===== config.mk =====
export PLATFORM = sky130hd
export DESIGN_NAME = pca_delay
export DESIGN_NICKNAME = d
export VERILOG_FILES = /design/src/hdl/pca_delay.sv
export SDC_FILE = /design/constraint.sdc
export NUM_CORES = 1
export LEC_CHECK = 0
export ABC_AREA = 1
export BUFFER_PORTS_ARGS = -buffer_cell sky130_fd_sc_hd__buf_4
export CORE_ASPECT_RATIO = 1.5
export CORE_MARGIN = 3
export CORE_UTILIZATION = 25
export DETAILED_ROUTE_END_ITERATION = 8
export SLEW_MARGIN = 5
export SYNTH_ARGS = -nofsm -noshare
export SYNTH_HDL_FRONTEND = slang
export SYNTH_SLANG_ARGS = --single-unit

===== constraint.sdc =====
create_clock -name clk_i -period 0.8 [get_ports clk_i]
set_input_delay 0.04 -clock clk_i [delete_from_list [all_inputs] [get_ports clk_i]]
set_output_delay 0.04 -clock clk_i [all_outputs]
set_load 0.005 [all_outputs]

===== src/hdl/pca_delay.sv =====
// Enable-gated delay line that carries side data alongside a pipeline.
// Depends on nothing.
`timescale 1ns / 1ps
`default_nettype none

module pca_delay #(
  parameter int WIDTH = 8,
  parameter int DEPTH = 4
) (
  input  wire              clk_i,
  input  wire              en_i,
  input  wire [WIDTH-1:0]  d_i,
  output logic [WIDTH-1:0] d_o
);

  logic [WIDTH-1:0] line_q [DEPTH];

  always_ff @(posedge clk_i) begin
    if (en_i) begin
      line_q[0] <= d_i;
      for (int n = 1; n < DEPTH; n++) begin
        line_q[n] <= line_q[n-1];
      end
    end
  end

  assign d_o = line_q[DEPTH-1];

endmodule

`default_nettype wire


Word-level counts from Yosys, hierarchy flattened
Memories as Yosys holds them, arrays and structs flattened.
Index checks and enable logic that the tools add are counted.
{ "totals": {"ff_bits": 0, "latchBits": 0, "ram_bits": 32, "romBits": 0, "input_bits": 10, "output_inout_bits": 8, "word_cells": 3, "memories": 1} }
{ "classes": {"add_sub_neg": 0, "n_mul": 0, "div": 0, "order_cmp": 0, "n_eq_ne": 0, "n_shift": 0, "n_mux": 2, "n_bitwise": 0, "n_reduce_logical": 0} }
{ "mem_list": {"columns": ["memory", "words", "width", "read_ports", "rd_clocked_by_memory_dff", "wr", "line_no", "text"], "rows": [
  ["line_q", 4, 8, 4, 0, 4, "16", "logic [WIDTH-1:0] line_q [DEPTH];"]
]} }
{ "op_table": {"columns": ["operator", "count"], "rows": [
  ["$mux W1", 2]
]} }

Logic depth before layout (Yosys ltp)
{ "depth": {"ltp_word": 2, "mapped_depth": 0, "ltp_nobuf": 0} }

Worst setup path before layout
No wires, ideal clock.
{ "synth_timing": {"path_kind": "register to register", "from": "memory line_q[0][0]", "to": "memory line_q[1][0], data pin", "setup_ns": 0.266, "arrival_ns": 0.323, "required_ns": 0.534, "setup_slack_ns": 0.211, "path_stages_with_launch": 1, "n_path_buf": 0, "period_less_slack_ns": 0.589, "path_cell_list": "edfxtp_1"} }
{ "synth_rtl": {"columns": ["item", "line_no"], "rows": [
  ["start: declaration", "16"]
]} }

==> results.md <==
* Hold/Removal Path Class: primary input to flop
* Placed cell area at 1180 µm²
* Total core area at 3680 µm²
* Seq/Total Area, Yosys at 1.00
* Flops & latches, synth at 32
* WS Path Type: flop to primary output
* Slew at the pin closest to its max-slew limit at 0.105 ns
* Largest regs: line_q (32)
* Reg clk slew, reported paths at 0.06 ns
* Multi-input gate area at 0 µm²
* H-tree depth at 2
* Fin. max-slew vios at 0
* Max Root-Sink Buffers at 2
* RSZ-0062 raised after global routing: true
* Max layer used: met4
* Grt ovf at 0
* Clock sink count at 32
* Worst path cell trace: buf_4
* Final Hold Fails at 0
* WL/cell at 9.70 µm
* Initial antenna violation count at 0
* Critical Path Slowest Stage Cell: edfxtp_1
* DIE AREA at 4640 µm²
* Worst path buffer plus inverter count at 1
* Share of cells above drive strength 1 at 0.364
* FMAX at 1220 MHz
* Port bufs at 17
* Yosys cell types at 1
* Root Buffer Master: clkbuf_8
* Net switching power at 0.573 mW
* Antenna diode count at 0
* GRT Util Overall at 0.0568
* Via count at 412
* Critical Path RT at 0.76 ns
* Largest net degree at the start of global routing at 21
* Crit path from: line_q[3][4]
* # setup viols final at 8
* Crit path DAT at 0.78 ns
* Site Rows at 27
* Largest register by flop count: line_q
* Status: complete, but fails checks
* Dominant cells by area after synthesis: edfxtp_1 (100%)
* First-pass GRT wire length at 1.88 mm
* TritonCTS clock tree: yes
* Area growth syn-to-layout at 40.1%
* Area fraction of the dominant cell type after synthesis at 1.00
* Vias per inst at 3.78
* Final worst path period need at 0.818 ns
* CP top delay family: flip-flops
* Number of max-cap violations at 0
* Cell taking the most area after synthesis: edfxtp_1
* Final std cells w/o fill at 109
* Met3 WL at 131 µm
* Total number of yosys warnings at 0
* Mapped Area at 961 µm²
* Post-CTS Setup Bufs at 0
* Startpoint Class: flop
* Post-route cell area at 1350 µm²
* Avg Synthesized Cell Area at 30.0 µm²
* Crit. End Element: primary output
* Max incr delay on CP at 0.37 ns
* DRT Pass-1 Iters at 4
* Met1 Wirelength at 383 µm
* DIE WIDTH at 56.6 µm
* Num CTS Buffers at 5
* Leak at 0.489 nW
* Cells after Synth at 32
* Period utilisation layout at 1.02
* Clock power frac at 0.331
* Sw frac at 0.178
* Combinational share of power at 0.048
* Worst skew pair latency at 0.27 ns
* Vias in the first global route at 469
* Hold_sp: en_i
* Initial core utilization at 0.261
* Slew HR at 0.930
* Initial DRC count at 5
* Sequential power share at 0.621
* Pwr dens at 2390 nW/µm²
* Placed cell count at 94
* Comb_multi_in at 0
* Met2 Wirelength at 517 µm
* Number of flip-flops in the largest register at 32
* Failing checks: negative setup slack
* FF-to-FF Start: line_q[0][1]
* Critical path peak fanout at 1
* Power Internal at 2.65 mW
* Final nets at 76
* VDD IR max at 1.61 mV
* Die H at 81.9 µm
* Final Wtd Congestion at 0.566
* Final Skew at 0.00173 ns
* ANT nets after route at 0
* Ports at 18
* Worst setup margin at -0.0179 ns
* Fill cells at 332
* Post-Route WL at 1.06 mm
* Syn_nets at 42
* Residual DRC at 0
stage by stage:
stage | hold WS (ns) | power, mW | setup TNS (ns) | util | worst slack [ns]
after floorplan | 0.139 | 2.03 | 0 | - | 0.211
after global placement | 0.218 | 2.15 | 0 | 0.321 | 0.189
after detailed placement | 0.219 | 2.16 | 0 | 0.321 | 0.169
after CTS | 0.139 | 3.26 | -0.200 | 0.364 | -0.0334
after global routing | 0.141 | 3.39 | -0.406 | 0.366 | -0.0699
final | 0.143 | 3.22 | -0.0808 | 0.366 | -0.0179
layer usage:
metal	up-vias	track usage
met1	191	0.0495
met2	23	0.0961
met3	4	0.0409
li1	194	-
met4	0	0.0285
met5	-	0
cells in the mapped netlist:
cell / instances
edfxtp_1: 32
area by class of cell:
class                 count  area (µm²)  share of cell area
sequential               32         961               0.714
timing repair buffer     27         255               0.190
clock buffer              5        68.8              0.0511
tap                      43        53.8              0.0400
clock inverter            2        7.51             0.00558
power by group through the flow:
stage	Clock, mW	Combinational [mW]	Sequential (mW)
2_1_floorplan	0	0	2.03
3_3_place_gp	0	0.117	2.03
3_5_place_dp	0	0.122	2.04
4_1_cts	1.11	0.153	2.00
5_1_grt	1.21	0.168	2.01
6_report	1.07	0.154	2.00
repair_timing:
action / CTS / global route
gates resized for setup: 0 / 2
endpoints found under the setup margin: 8 / 8
hold endpoints to repair: 8 / 0
hold buffers: 8 / 0
placed cells by master, fill, tap and decap left out:
| master | Yosys | routed |
|---|---|---|
| clkbuf_8 | 0 | 5 |
| buf_4 | 0 | 15 |
| buf_12 | 0 | 2 |
| dlygate4sd3_1 | 0 | 8 |
| buf_6 | 0 | 2 |
| clkinv_1 | 0 | 2 |
| edfxtp_1 | 32 | 32 |
final timing paths:
check / to / slack [ns] / cells past startpoint
worst max-delay path: d_o[4] / -0.02 / 1
worst min-delay path: line_q[2][0] / 0.14 / 2
worst max register to register: line_q[1][1] / 0.17 / 0
worst min register to register: line_q[3][7] / 0.42 / 0
cells by family after synthesis:
kind of cell  synth area share
DFF                       1.00
(Power assumes the default switching activity.)
