$ cat config.mk
export PLATFORM = sky130hd
export DESIGN_NAME = pca_isqrt
export DESIGN_NICKNAME = d
export VERILOG_FILES = /design/src/hdl/pca_pkg.sv /design/src/hdl/pca_isqrt.sv
export SDC_FILE = /design/constraint.sdc
export NUM_CORES = 2
export LEC_CHECK = 0
export ABC_CLOCK_PERIOD_IN_PS = 4000
export BUFFER_PORTS_ARGS = -buffer_cell sky130_fd_sc_hd__buf_2
export CAP_MARGIN = 20
export CORE_MARGIN = 2
export CORE_UTILIZATION = 60
export DETAILED_ROUTE_END_ITERATION = 8
export PLACE_DENSITY = 0.81
export SETUP_SLACK_MARGIN = 0.1
export SYNTH_ARGS = -nofsm -noshare
export SYNTH_HDL_FRONTEND = slang
export SYNTH_SLANG_ARGS = --single-unit
$ cat constraint.sdc
create_clock -name clk_i -period 4 [get_ports clk_i]
set_input_delay 0.2 -clock clk_i [delete_from_list [all_inputs] [get_ports clk_i]]
set_output_delay 0.2 -clock clk_i [all_outputs]
set_load 0.02 [all_outputs]
$ cat src/hdl/pca_pkg.sv
// Shared types, constants and helper functions for the photon cylinder
// acceptance block. No dependencies; pca_cordic, pca_isqrt and the top level import this package.
`timescale 1ns / 1ps
`default_nettype none

package pca_pkg;

  // Datapath widths of the rotator stages (Q30 values with headroom).
  localparam int XW = 36;
  localparam int ZW = 34;

  // Square root: 50-bit radicand, one result bit per stage.
  localparam int SQ_W     = 50;
  localparam int SQ_STEPS = 25;

  localparam int GUARD     = 6;
  localparam int SINH_FRAC = 20;
  localparam int K_MAX     = 17;

  localparam logic [39:0] LN2_Q30 = 40'd744261118;
  localparam logic [39:0] ETA_CAP_Q30 = 40'd12884901888;
  localparam logic [30:0] HALF_PI_Q30 = 31'd1686629713;
  localparam logic signed [XW-1:0] CIRC_START_Q30 = 36'sd652032874;
  localparam logic signed [XW-1:0] HYP_START_Q30 = 36'sd1296540104;

  localparam logic [17:0] INV_SINE_MAX = 18'd262143;
  localparam logic signed [43:0] Z_MAX = 44'sd8388607;
  localparam logic signed [43:0] Z_MIN = -44'sd8388608;

  typedef enum logic [1:0] {
    CFG_OFFSET_X = 2'd0,
    CFG_OFFSET_Y = 2'd1,
    CFG_RADIUS   = 2'd2,
    CFG_Z_LIMIT  = 2'd3
  } cfg_idx_e;

  function automatic logic signed [ZW-1:0] atan_q30(input int i);
    logic signed [ZW-1:0] val;
    case (i)
      0: val = 34'sd843314856;
      1: val = 34'sd497837829;
      2: val = 34'sd263043836;
      3: val = 34'sd133525158;
      4: val = 34'sd67021686;
      5: val = 34'sd33543515;
      6: val = 34'sd16775850;
      7: val = 34'sd8388437;
      8: val = 34'sd4194282;
      9: val = 34'sd2097149;
      default: val = 34'sd1 <<< (30 - i);
    endcase
    return val;
  endfunction

  function automatic logic signed [ZW-1:0] atanh_q30(input int i);
    logic signed [ZW-1:0] val;
    case (i)
      1: val = 34'sd589812981;
      2: val = 34'sd274247418;
      3: val = 34'sd134923406;
      4: val = 34'sd67196451;
      5: val = 34'sd33565361;
      6: val = 34'sd16778582;
      7: val = 34'sd8388779;
      8: val = 34'sd4194325;
      9: val = 34'sd2097155;
      10: val = 34'sd1048576;
      default: val = 34'sd1 <<< (30 - i);
    endcase
    return val;
  endfunction

  // Shift used by hyperbolic step n; shifts 4, 13, 40, ... are used twice.
  function automatic int hyp_shift(input int n);
    int  i;
    int  rep;
    int  k;
    bit  repd;
    i    = 1;
    rep  = 4;
    repd = 1'b0;
    for (k = 0; k < n; k++) begin
      if (i == rep && !repd) begin
        repd = 1'b1;
      end else begin
        if (i == rep) begin
          rep  = 3 * rep + 1;
          repd = 1'b0;
        end
        i++;
      end
    end
    return i;
  endfunction

  // Right shift with rounding half away from zero.
  function automatic logic signed [67:0] rnd_shift(input logic signed [67:0] v, input int s);
    logic signed [67:0] mag;
    logic signed [67:0] res;
    mag = (v < 0) ? -v : v;
    res = (mag + (68'sd1 <<< (s - 1))) >>> s;
    return (v < 0) ? -res : res;
  endfunction

endpackage

`default_nettype wire

$ cat src/hdl/pca_isqrt.sv
// Pipelined floor square root, one result bit per register stage.
// Depends on pca_pkg for the radicand width and stage count.
`timescale 1ns / 1ps
`default_nettype none

module pca_isqrt
  import pca_pkg::*;
(
  input  wire                  clk_i,
  input  wire                  en_i,
  input  wire [SQ_W-1:0]       rad_i,
  output logic [SQ_STEPS-1:0]  root_o
);

  logic [SQ_W-1:0] va [SQ_STEPS];
  logic [SQ_W-1:0] ra [SQ_STEPS+1];

  assign va[0] = rad_i;
  assign ra[0] = '0;

  for (genvar g = 0; g < SQ_STEPS; g++) begin : g_step
    localparam logic [SQ_W-1:0] BIT = SQ_W'(1) << (2 * (SQ_STEPS - 1 - g));
    logic [SQ_W-1:0] trial;
    logic [SQ_W-1:0] v_d;
    logic [SQ_W-1:0] r_d;
    logic [SQ_W-1:0] r_q;

    always_comb begin
      trial = ra[g] + BIT;
      if (va[g] >= trial) begin
        v_d = va[g] - trial;
        r_d = (ra[g] >> 1) + BIT;
      end else begin
        v_d = va[g];
        r_d = ra[g] >> 1;
      end
    end

    always_ff @(posedge clk_i) begin
      if (en_i) begin
        r_q <= r_d;
      end
    end
    assign ra[g+1] = r_q;

    if (g < SQ_STEPS - 1) begin : g_v
      logic [SQ_W-1:0] v_q;
      always_ff @(posedge clk_i) begin
        if (en_i) begin
          v_q <= v_d;
        end
      end
      assign va[g+1] = v_q;
    end
  end

  assign root_o = ra[SQ_STEPS][SQ_STEPS-1:0];

endmodule

`default_nettype wire

After elaboration in Yosys (flattened, before gate mapping)
Cells that the tools add are included.
- flip-flop bits (word level): 2425
- input bits: 52
- output and inout port bits: 25
- $lt $le $gt $ge: 25
- add/subtract/negate cells: 72
- multiplexer cells: 49
- operator list (operator ; number):
    $ge A50 B50 Y1 ; 24
    $mux W50 ; 24
    $mux W49 ; 24
    $sub A50 B50 Y50 ; 23
    $add A49 B11 Y50 const B ; 1
    $add A49 B13 Y50 const B ; 1
    $add A49 B15 Y50 const B ; 1
    $add A49 B17 Y50 const B ; 1
    $add A49 B19 Y50 const B ; 1
    $add A49 B21 Y50 const B ; 1
    $add A49 B23 Y50 const B ; 1
    $add A49 B25 Y50 const B ; 1
    $add A49 B27 Y50 const B ; 1
    $add A49 B29 Y50 const B ; 1
    $add A49 B3 Y50 const B ; 1
    $add A49 B31 Y50 const B ; 1
    $add A49 B33 Y50 const B ; 1
    $add A49 B35 Y50 const B ; 1
    $add A49 B37 Y50 const B ; 1
    $add A49 B39 Y50 const B ; 1
    $add A49 B41 Y50 const B ; 1
    $add A49 B43 Y50 const B ; 1
    $add A49 B45 Y50 const B ; 1
    $add A49 B47 Y50 const B ; 1
    31 further kinds ; 31

Logic depth before layout (Yosys ltp)
- word-level depth: 3
- mapped depth: 13

Worst setup path before layout
Ideal clock, no wire load.
- kind: register to register
- start point: register g_step[21].g_v.v_q[36]
- end point: register g_step[22].g_v.v_q[46], data pin
- library setup time: 271 ps
- stages on the path, launching flop included: 11
- data required time: 3729 ps
- slack: 445 ps
- arrival: 3284 ps
- clock period less this slack: 3555 ps
- cell sequence: edfxtp_1 > or4_4 > or4_4 > or4_4 > or4_1 > a211oi_2 > or2_2 > or3_1 > buf_4 > nor4_1 > xor2_1
- word-level cells in the longest chain between the ends: 2
- elaborated cells on any way between the ends: 3
- RTL lines (what ; RTL line ; text):
    start: declaration ; pca_isqrt.sv:47 ; logic [SQ_W-1:0] v_q;
    start signal: assignment ; pca_isqrt.sv:50 ; v_q <= v_d;
    $sub A50 B50 Y50 or $ge A50 B50 Y1 (tied branches) ; pca_isqrt.sv:31, pca_isqrt.sv:30 ;
    $mux W50 (*) ; pca_isqrt.sv:30 ; if (va[g] >= trial) begin
    net g_step[22].v_d[46] ; pca_isqrt.sv:24 ; logic [SQ_W-1:0] v_d;
    end signal: assignment ; pca_isqrt.sv:50 ;
    end: declaration ; pca_isqrt.sv:47 ;
The timed path passes the listed nets; every way through them passes the cells marked *.
A chain may end at the register's enable or synchronous reset.

Worst setup path in the final report
- start point: register g_step[21].g_v.v_q[38]
- end point: register g_step[22].g_v.v_q[11], data pin
- word-level cells in the longest chain between the ends: 2
- RTL lines (what ; RTL line):
    $ge A50 B50 Y1 ; pca_isqrt.sv:30
    $mux W50 ; pca_isqrt.sv:30
    net g_step[22].v_d[11] ; pca_isqrt.sv:24
The timed path passes the listed nets, and every way through them passes these cells.

==> run_results.csv <==
group,metric,value,unit
status,outcome,"finished clean",
cts,cts_buffer_depth,3,
global_route,grt_overflow_total,0,
synthesis,avgSynthCellArea,12.76,µm²
synthesis,async_flop_share,0,
global_route,antenna_found_initial,0,
sta,tightest_slew,0.9890,ns
critical_path,rr_endpoint,"g_step[22].g_v.v_q[11]",
cells_and_area,fin_nets,6312,
critical_path,path_class,"reg2reg",
placement,hpwl,114.8,mm
synthesis,yosysTopAreaCell,"edfxtp_1",
cts,cts_tree,"yes",
synthesis,ys_seq_area_frac,0.6355,
power,p_leak,30.31,nW
detailed_routing,vias,46450,
critical_path,critPathMaxFanout,45,
detailed_routing,wl_per_cell,21.52,µm
critical_path,critPathSlowestCell,"or4_1",
sta,period_needed,3.797,ns
global_route,grt_busiest_layer,"met2",
placement,dpl_cell_area,74950,µm²
sta,setup-violations-final,0,
critical_path,worstPathArrival,4.35,ns
power,pwr-share-seq,0.489,
synthesis,synth_edf_count,1525,
floorplan,coreArea,119500,µm²
cells_and_area,n_antenna_cell,0,
sta,clock-skew-final,0.06109,ns
run,drv_cap,0,
min_path,hp-class,"in2reg",
min_path,min_from,"rad_i[29]",
floorplan,fp.dieW,350.6,µm
sta,relSlewSlack,0.3406,
cells_and_area,design_area,80540,µm²
sta,rsz0062_at_grt,"true",
global_route,grt_pass1_vias,46150,
detailed_routing,ant_nets,0,
cts,clkSinkCount,1525,
placement,gp_congestion,0.9561,
synthesis,netlist_top_cells_count,"1525 x edfxtp_1, 424 x inv_1, 381 x nand2_1, 357 x nor2_1, 346 x ha_1",
floorplan,rows,127,
detailed_routing,route.detailed.drc,0,
global_route,grt_pass1_wl,254.6,mm
critical_path,cp-start-kind,"flop",
floorplan,start_util,0.6031,
synthesis,synth_most_common_cell,"edfxtp_1",
power,pwr-share-comb,0.190,
critical_path,worstReg2RegStart,"g_step[21].g_v.v_q[38]",
synthesis,synth_seq_cells,1525,
synthesis,ys_warn_count,0,
sta,hold_viol_final,0,
placement,portBuffers,76,
power,p_int,0.03180,W
cts,cts_setup_buffers,0,
floorplan,dieArea,122900,µm²
synthesis,netlist.area_leader.share,0.6355,
power,vdd_drop_max,0.4769,mV
critical_path,required,4.55,ns
detailed_routing,wl,164.6,mm
global_route,met3_usage,0.04575,
synthesis,syn_nets,6044,
synthesis,syn_area,72060,µm²
floorplan,ios,77,
critical_path,endpoint_kind,"flop",
global_route,gr-usage-met2,0.4777,
cts,htreeDepth,4,
cells_and_area,layout-drive-gt1-share,0.08286,
power,p_switching,0.01279,W
cells_and_area,syn2layout_area_growth,11.77,%
sta,tns,0,ns
min_path,holdPathStages,2,
synthesis,synth.area.top_cells,"edfxtp_1 64%, ha_1 6.0%, xnor2_1 3.3%",
sta,period_share,0.9492,
critical_path,r2r.worst_path.cells,8,
sta,layout_setup_ws,0.2032,ns
critical_path,cpLargestDelayFamily,"simple AND/OR/NAND/NOR gates",
sta,fmax,263.4,MHz
cts,numCtsBuffers,153,
power,p_clk_frac,0.321,
global_route,grt_usage,0.2681,
critical_path,slowest_delay,0.58,ns
floorplan,die_h,350.6,µm
min_path,holdPathEnd,"g_step[0].g_v.v_q[29]",
critical_path,crit_buf_inv,1,
global_route,grt_start_max_net_pins,175,
synthesis,ys_types,81,
detailed_routing,viasPerCell,6.075,
placement,pre_cts_ws,0.06965,ns
detailed_routing,firstDrtPassIters,6,
power,power.density,553.5,nW/µm²
sta,slew_viol_final,0,
critical_path,worstPathCellList,"or4_4, or4_4, or4_4, or4_1, a211oi_4, buf_6, a211oi_1, a21o_1",
synthesis,syn-instance-count,5646,
detailed_routing,drtIter0Drc,4651,
cts,cts-root-buf,"clkbuf_16",
critical_path,worst_path_most_repeated_cell,"or4_4",
synthesis,ys.flop_type,"edfxtp_1",
power,switching_share,0.2868,
global_route,gr-usage-met1,0.3229,
cts,clk_pin_slew,0.06,ns
critical_path,rrSetupSlack,0.20,ns
cts,insertion_delay,0.80,ns
[metrics by stage]
stage          cells  utilization  hold slack [ns]  power (W)
3_5_place_dp    7318       0.6272           0.3781    0.03026
6_report        7646       0.6740           0.1078    0.04458
3_3_place_gp    7318       0.6272           0.3765    0.03000
4_1_cts         7645       0.6735          0.05770    0.04452
2_1_floorplan   5646            -           0.2989    0.02745
5_1_grt         7646       0.6740          0.08900    0.04640
[area by class of cell]
| cell class | instances | area (µm²) |
|---|---|---|
| Sequential cell | 1525 | 45790 |
| Fill cell | 8204 | 38950 |
| Multi-Input combinational cell | 3595 | 24430 |
| Clock buffer | 188 | 3960 |
| Tap cell | 1612 | 2017 |
| Timing Repair Buffer | 214 | 1713 |
| Inverter | 425 | 1595 |
| Clock inverter | 87 | 1037 |
[worst max path at each step]
stage | startpoint | end | slack [ns] | depth (start not counted)
6_report | g_step[21].g_v.v_q[38] | g_step[22].g_v.v_q[11] | 0.20 | 8
5_1_grt | g_step[19].g_v.v_q[11] | g_step[20].g_v.v_q[39] | 0.07 | 11
4_1_cts | g_step[20].g_v.v_q[27] | g_step[21].g_v.v_q[47] | 0.12 | 10
3_5_place_dp | g_step[19].g_v.v_q[11] | g_step[20].g_v.v_q[49] | 0.07 | 11
3_3_place_gp | g_step[19].g_v.v_q[11] | g_step[20].g_v.v_q[49] | 0.1 | 11
2_1_floorplan | g_step[21].g_v.v_q[36] | g_step[22].g_v.v_q[46] | 0.44 | 10
[cell usage in the layout, fill, tap and decap left out, types with 19 or more instances in the layout]
cell           count
o211ai_1          21
or4_1             39
nand3b_1          23
xor2_1           248
or3_1             54
o21bai_1          25
or2_2             38
buf_4             72
o31ai_1           31
clkinv_2          19
nor4b_1           20
nor2b_1           52
clkbuf_16        153
dlygate4sd3_1     52
nor4_1           185
buf_2             75
nand4_1           86
xnor2_1          271
mux2_2            44
nor2_1           355
nor3_1           157
nand2_1          381
inv_1            424
a31oi_1           39
edfxtp_1        1525
ha_1             346
clkbuf_1          35
nand2b_1          66
o21ai_0          283
o21a_1            61
nand3_1           79
a21oi_1          312
and3_1            19
clkinv_1          32
a211oi_1          29
a21o_1           111
[worst register-to-register path, stage by stage (launching register included)]
cell	delay, ns
edfxtp_1	0.41
or4_4	0.57
or4_4	0.47
or4_4	0.53
or4_1	0.58
a211oi_4	0.34
buf_6	0.35
a211oi_1	0.13
a21o_1	0.17
[metal layers]
metal  wire length, µm  up-vias
met2             84580     1808
met5                 0        -
met4              6458        0
li1                  -    21660
met3             11150      418
met1             62380    22570
[cells by family (layout without fill, tap and decap cells)]
kind of cell | after synthesis | after routing | synth area share
buffers and inverters | 526 | 914 | 0.02754
AOI/OAI and AO/OA | 1039 | 1039 | 0.08876
xor gates and xnor gates | 519 | 519 | 0.06308
adders and majority gates | 346 | 346 | 0.06008
muxes | 57 | 57 | 0.008699
DFF | 1525 | 1525 | 0.6355
and+or+nand+nor | 1634 | 1634 | 0.1164
[state kept, by name (all words and copies together) (netlist names)]
name,cells
g_step.g_v.v_q,1200
g_step.r_q,325
[repair_timing]
action	CTS	global route
hold endpoints to repair	110	0
hold buffers	52	0
setup endpoints to repair	8	26
gates resized for setup	3	12
[power groups by stage]
stage	combinational (W)	clock (W)	sequential [W]
2_1_floorplan	0.00609	0	0.0214
3_3_place_gp	0.00798	0	0.0220
3_5_place_dp	0.00818	0	0.0221
4_1_cts	0.00833	0.0144	0.0218
5_1_grt	0.00939	0.0150	0.0220
6_report	0.00847	0.0143	0.0218
Note: power is estimated with default switching activity, not from simulation.
